$ cat config.mk
export PLATFORM = sky130hd
export DESIGN_NAME = sac_ctrl
export DESIGN_NICKNAME = d
export VERILOG_FILES = /design/src/rtl/sac_pkg.sv /design/src/rtl/sac_ctrl.sv
export SDC_FILE = /design/constraint.sdc
export NUM_CORES = 1
export LEC_CHECK = 0
export ABC_CLOCK_PERIOD_IN_PS = 2100
export BUFFER_PORTS_ARGS = -buffer_cell sky130_fd_sc_hd__buf_2
export CORE_AREA = 3 3 41 43
export CTS_CLUSTER_DIAMETER = 60
export DETAILED_ROUTE_END_ITERATION = 12
export DIE_AREA = 0 0 44 46
export PLACE_DENSITY = 0.76
export SYNTH_ARGS = -nofsm -noshare
export SYNTH_HDL_FRONTEND = slang
export SYNTH_SLANG_ARGS = --single-unit
$ cat constraint.sdc
create_clock -name clk -period 2.1 [get_ports clk]
set_clock_uncertainty 0.1 [all_clocks]
set_input_delay 0.315 -clock clk [delete_from_list [all_inputs] [get_ports clk]]
set_output_delay 0.315 -clock clk [all_outputs]
set_load 0.03 [all_outputs]
$ cat src/rtl/sac_pkg.sv
// Package: shared types, constants and class geometry for the slab allocator.
`default_nettype none
package sac_pkg;

	localparam int POOL_PAGES_DEF = 64;
	localparam int ZONE_COUNT_DEF = 2;
	localparam int CLASS_COUNT    = 8;
	localparam int HEADER_BYTES   = 16;
	localparam int BLK_W          = 7;   // block index bits within a page
	localparam logic [7:0] BLOCK_NONE = 8'hFF;

	typedef enum logic [2:0] {
		ST_OK        = 3'd0,
		ST_TOO_LARGE = 3'd1,
		ST_DMA32     = 3'd2,
		ST_EXHAUSTED = 3'd3,
		ST_BAD_FREE  = 3'd4
	} status_t;

	typedef enum logic [3:0] {
		S_IDLE, S_A_DEC, S_A_INIT, S_A_PRD, S_A_BRD, S_A_FIN,
		S_F_CHK, S_F_DEC, S_F_FIN
	} state_t;

	typedef struct packed {
		logic    ready;
		logic    load;
		logic    init_start;
		logic    init_step;
		logic    take_head;
		logic    page_rd;
		logic    alloc_blk_rd;
		logic    alloc_commit;
		logic    free_blk_rd;
		logic    free_commit;
		logic    emit;
		status_t code;
		logic    cls_zero;
	} sac_cmd_t;

	typedef struct packed {
		logic in_valid;
		logic in_op;
		logic dma32;
		logic too_large;
		logic head_null;
		logic pool_full;
		logic addr_bad;
		logic slot_bad;
		logic blk_free;
		logic init_last;
		logic out_busy;
	} sac_sts_t;

	// Block bytes per class (page of 4096 bytes with a 16-byte header)
	function automatic logic [11:0] class_bytes(input logic [2:0] c);
		logic [11:0] b;
		unique case (c)
			3'd0: b = 12'd32;
			3'd1: b = 12'd64;
			3'd2: b = 12'd128;
			3'd3: b = 12'd240;
			3'd4: b = 12'd496;
			3'd5: b = 12'd1008;
			3'd6: b = 12'd2032;
			default: b = 12'd4080;
		endcase
		return b;
	endfunction

	// Blocks per page for each class
	function automatic logic [7:0] class_count(input logic [2:0] c);
		logic [7:0] n;
		unique case (c)
			3'd0: n = 8'd127;
			3'd1: n = 8'd63;
			3'd2: n = 8'd31;
			3'd3: n = 8'd16;
			3'd4: n = 8'd8;
			3'd5: n = 8'd4;
			3'd6: n = 8'd2;
			default: n = 8'd1;
		endcase
		return n;
	endfunction

	// Map a payload offset (minus both headers) to a block index; bit 7 flags a hit
	function automatic logic [7:0] slot_decode(input logic [2:0] c, input logic [11:0] r);
		logic [7:0] res;
		logic [11:0] kb;
		res = 8'h00;
		unique case (c)
			3'd0: res = {(r[4:0] == 5'd0) && (r[11:5] < 7'd127), r[11:5]};
			3'd1: res = {(r[5:0] == 6'd0) && (r[11:6] < 6'd63), 1'b0, r[11:6]};
			3'd2: res = {(r[6:0] == 7'd0) && (r[11:7] < 5'd31), 2'b0, r[11:7]};
			default: begin
				for (int k = 0; k < 16; k++) begin
					kb = 12'(k * int'(class_bytes(c)));
					if ((8'(k) < class_count(c)) && (r == kb))
						res = {1'b1, 7'(k)};
				end
			end
		endcase
		return res;
	endfunction

endpackage
`default_nettype wire

$ cat src/rtl/sac_ctrl.sv
// Controller: sequences allocate and free transfers through the datapath.
`default_nettype none
module sac_ctrl (
	input  wire logic              clk,
	input  wire logic              arst_n,
	input  wire sac_pkg::sac_sts_t sts,
	output sac_pkg::sac_cmd_t      cmd
);
	import sac_pkg::*;

	state_t state_q, state_d;

	always_ff @(posedge clk or negedge arst_n) begin
		if (!arst_n)
			state_q <= S_IDLE;
		else
			state_q <= state_d;
	end

	// Next state
	always_comb begin
		state_d = state_q;
		unique case (state_q)
			S_IDLE: if (sts.in_valid) state_d = sts.in_op ? S_F_CHK : S_A_DEC;
			S_A_DEC: begin
				if (sts.dma32 || sts.too_large || (sts.head_null && sts.pool_full)) begin
					if (!sts.out_busy) state_d = S_IDLE;
				end else if (sts.head_null)
					state_d = S_A_INIT;
				else
					state_d = S_A_PRD;
			end
			S_A_INIT: if (sts.init_last) state_d = S_A_PRD;
			S_A_PRD:  state_d = S_A_BRD;
			S_A_BRD:  state_d = S_A_FIN;
			S_A_FIN:  if (!sts.out_busy) state_d = S_IDLE;
			S_F_CHK: begin
				if (!sts.addr_bad)
					state_d = S_F_DEC;
				else if (!sts.out_busy)
					state_d = S_IDLE;
			end
			S_F_DEC: begin
				if (!sts.slot_bad)
					state_d = S_F_FIN;
				else if (!sts.out_busy)
					state_d = S_IDLE;
			end
			S_F_FIN:  if (!sts.out_busy) state_d = S_IDLE;
			default:  state_d = S_IDLE;
		endcase
	end

	// Commands
	always_comb begin
		cmd = '0;
		cmd.code = ST_OK;
		unique case (state_q)
			S_IDLE: begin
				cmd.ready = 1'b1;
				cmd.load  = sts.in_valid;
			end
			S_A_DEC: begin
				priority if (sts.dma32) begin
					cmd.emit = !sts.out_busy;
					cmd.code = ST_DMA32;
					cmd.cls_zero = 1'b1;
				end else if (sts.too_large) begin
					cmd.emit = !sts.out_busy;
					cmd.code = ST_TOO_LARGE;
					cmd.cls_zero = 1'b1;
				end else if (sts.head_null && sts.pool_full) begin
					cmd.emit = !sts.out_busy;
					cmd.code = ST_EXHAUSTED;
				end else if (sts.head_null)
					cmd.init_start = 1'b1;
				else
					cmd.take_head = 1'b1;
			end
			S_A_INIT: cmd.init_step = 1'b1;
			S_A_PRD:  cmd.page_rd = 1'b1;
			S_A_BRD:  cmd.alloc_blk_rd = 1'b1;
			S_A_FIN: begin
				cmd.alloc_commit = !sts.out_busy;
				cmd.emit = !sts.out_busy;
			end
			S_F_CHK: begin
				if (sts.addr_bad) begin
					cmd.emit = !sts.out_busy;
					cmd.code = ST_BAD_FREE;
					cmd.cls_zero = 1'b1;
				end else
					cmd.page_rd = 1'b1;
			end
			S_F_DEC: begin
				if (sts.slot_bad) begin
					cmd.emit = !sts.out_busy;
					cmd.code = ST_BAD_FREE;
					cmd.cls_zero = 1'b1;
				end else
					cmd.free_blk_rd = 1'b1;
			end
			S_F_FIN: begin
				cmd.emit = !sts.out_busy;
				if (sts.blk_free)
					cmd.code = ST_BAD_FREE;
				else
					cmd.free_commit = !sts.out_busy;
			end
			default: cmd.ready = 1'b0;
		endcase
	end

endmodule
`default_nettype wire

==> tab_implementation.tex <==
\begin{tabular}{lr}
\hline
Metric & Value \\
\hline
\multicolumn{2}{l}{\textbf{CTS}} \\
TritonCTS sink count & 4 \\
Number of H-tree levels & 1 \\
Max Buffers Root-to-Sink & 2 \\
CTS tree & done \\
Insertion delay of the later-clocked pin in the worst-skew pair & 0.24 ns \\
Clock-pin slew on the worst setup and hold paths & 0.04 ns \\
Inserted Clock Buffers & 3 \\
Buffer type at the clock tree root & clkbuf\_4 \\
\multicolumn{2}{l}{\textbf{Timing}} \\
Final number of hold-violating endpoints & 0 \\
Final slew viol count & 0 \\
Setup Viol. Count Final & 1 \\
Unrepaired setup endpoints after global routing & yes \\
Pin slew with the least headroom to its limit & 0.304 ns \\
Tmin final & 2.14 ns \\
Minimum setup slack in the final design & -0.0370 ns \\
Post-route setup TNS & -0.0370 ns \\
Relative slew slack & between 70\% and 80\% \\
Highest Clock Rate & 468 MHz \\
Share of the cycle needed by the critical path after routing & 102\% \\
\multicolumn{2}{l}{\textbf{Final layout}} \\
Reg with most FFs & state\_q \\
Antenna diodes & 0 \\
Share of cells above drive strength 1 & 49.6\% \\
Most used cells in the layout excluding fill and tap cells & buf\_2, buf\_4, o21ai\_0 \\
Most common cell after layout, fill and taps aside & buf\_2 \\
Final standard cell utilization of the core & 68.6\% \\
Biggest registers after layout & state\_q x4 \\
Area growth from synthesis to layout & 59.6\% \\
Largest register FFs & 4 \\
Post-layout net count & 140 \\
\multicolumn{2}{l}{\textbf{Critical path}} \\
Flop-to-flop setup slack & about 0.41 ns \\
Crit path capture type & primary output \\
Worst Path Required & 1.68 ns \\
End of the worst register-to-register path & state\_q[2] \\
Worst setup SP type & flip-flop \\
Critical setup path kind & flip-flop to primary output \\
Maximum fanout along the worst path & 8 \\
Worst r2r path cells & 6 \\
R2r startpoint & state\_q[0] \\
Data arrival time at the worst-slack endpoint & 1.72 ns \\
\multicolumn{2}{l}{\textbf{Floorplan}} \\
Initial cell density of the core & 43.0\% \\
Chip height & around 46 µm \\
Num rows & 13 \\
Area inside the core boundary & 0.00133 mm² \\
I/O pin total & 28 \\
Full die area & 0.00202 mm² \\
Width of the die & 44 µm \\
\multicolumn{2}{l}{\textbf{Synthesis}} \\
Post-synthesis register bit count & 4 \\
Netlist area before placement & 573 µm² \\
Synth warnings & 0 \\
Multiplexer area fraction after synthesis & 1.75\% \\
Largest area contributor in the synthesized netlist & dfrtp\_1 \\
Post-synth top area share & roughly 17\% \\
Xor-xnor portion of the synthesized cell area & 0\% \\
Leading post-synthesis cells by cell area & dfrtp\_1, o21ai\_0, nor3\_1, nand2b\_1, a21oi\_1 \\
Number of synthesized flops with an enable pin & 0 \\
Register area share after synthesis & 17.5\% \\
Distinct cell type count of the synthesized netlist & 36 \\
Largest family of logic cells by synthesized area & simple AND/OR/NAND/NOR gates \\
Number of nets produced by synthesis & 98 \\
Post-synth top flop & dfrtp\_1 \\
Average footprint of a synthesized cell & around 6.7 µm² \\
Area share of and/or/nand/nor cells after synthesis & 40.2\% \\
Async set-or-reset flop fraction in the synthesized netlist & 100\% \\
Compound-cell area share of the yosys netlist & 30.3\% \\
Instance count of the mapped netlist & 85 \\
Post-synthesis adder-cell area fraction & 0\% \\
\multicolumn{2}{l}{\textbf{Detailed routing}} \\
Iteration count of the initial detailed-routing pass & 4 \\
Vias per std cell & 5.94 \\
Via total after detailed routing & 831 \\
WL final & 2060 µm \\
DRC viols & 0 \\
Iteration-0 DRC count of the detailed router & 25 \\
Number of antenna-violating nets in the routed design & 0 \\
Routed len/inst & 14.7 µm \\
\multicolumn{2}{l}{\textbf{Placement}} \\
PortBufs & 27 \\
Weighted congestion reported at the end of routability-driven placement & 0.851 \\
Half-perimeter wire length of the detailed placement result & about 1400 µm \\
\multicolumn{2}{l}{\textbf{GRT}} \\
Via count of the first global-routing pass & 722 \\
First-pass GRT wire length & 3170 µm \\
Antenna violations before repair & 0 \\
Maximum number of pins on one net before global-route repair & 12 \\
Global-route usage over all layers & 21.2\% \\
Final global-route overflow total & 0 \\
\multicolumn{2}{l}{\textbf{Power and ir drop}} \\
Worst VDD drop & about 0.58 mV \\
Leakage power figure & $\sim$0.43 nW \\
Power per cell area & 1340 mW/mm² \\
\multicolumn{2}{l}{\textbf{Run status}} \\
Violations in the final reports & negative setup slack \\
Outcome & finished with violations \\
\multicolumn{2}{l}{\textbf{Worst hold path}} \\
Kind of path behind the tightest hold check & primary input to asynchronous set/reset pin \\
\multicolumn{2}{l}{\textbf{Run}} \\
\# Max-Cap Violations & 0 \\
\hline
\end{tabular}
-- worst max path at each step --
| stage | from | endpoint | slack, ns | depth (start not counted) |
|---|---|---|---|---|
| floorplan | state_q[0] | cmd[4] | -0.006 | 5 |
| global placement | state_q[0] | cmd[4] | 0.22 | 5 |
| detailed placement | state_q[0] | cmd[4] | 0.17 | 5 |
| CTS | state_q[0] | cmd[4] | 0.001 | 5 |
| global route | state_q[0] | cmd[4] | -0.1 | 5 |
| finish | state_q[0] | cmd[4] | -0.04 | 5 |
-- power breakdown --
group / total, mW / switching, mW / internal, mW / leakage, nW
clock: 0.0976 / 0.0335 / 0.0641 / 0.0138
sequential: 0.185 / 0.0715 / 0.114 / 0.0459
combinational: 0.945 / 0.530 / 0.415 / 0.369
total: 1.23 / 0.635 / 0.593 / 0.428
-- final cells by class --
cell class | instances | area [µm²]
clock buffer | 3 | 22.5
fill | 119 | 419
inverter | 7 | 26.3
multi-input combinational | 68 | 472
sequential | 4 | 105
tap | 15 | 18.8
timing repair buffer | 43 | 270
-- stage by stage --
step,std cells,hold WS [ns],power (mW),worst slack [ns],instance area [µm²]
CTS,134,0.291,1.08,0.00121,832
global route,140,0.328,1.31,-0.0958,915
global placement,128,0.0218,0.903,0.217,764
detailed placement,128,0.0223,0.917,0.170,764
finish,140,0.300,1.23,-0.0370,915
floorplan,85,-0.0806,0.696,-0.00612,591
-- layer usage --
layer | vias to the layer above | GRT usage (%) | wire, µm
met5 | - | 0 | 0
met4 | 0 | 14.5 | 66
met3 | 8 | 1.98 | 153
met2 | 48 | 35.8 | 1050
met1 | 378 | 25.4 | 794
li1 | 397 | - | -
-- synth_stat cells (all sizes together), types with 2 or more instances --
cell type,count
or4,2
nor4b,2
nor3,11
nand2,5
nor2,4
nor4,2
a21oi,5
dfrtp,4
inv,7
buf,6
nand2b,5
o21ai,13
-- worst max-delay path, stage by stage, from the launching register on --
cell and delay, ns:
dfrtp_2 0.45, or3b_2 0.51, o21ai_1 0.12, o21ai_1 0.10
a21oi_1 0.13, buf_4 0.17
-- kinds of logic (layout without fill, tap and decap cells) --
group,count (synthesis),count (layout)
and+or+nand+nor,39,39
AOI/OAI and AO/OA,28,28
buffers and inverters,13,53
DFF,4,4
muxes,1,1
-- timing repair --
item / in CTS / in global routing
hold buffers: 1 / 0
endpoints found under the hold margin: 4 / 0
pin swaps: 0 / 1
gates resized for setup: 7 / 12
setup buffers: 2 / 6
setup endpoints to repair: 4 / 7
No activity file was read; power rests on OpenSTA's default activity.
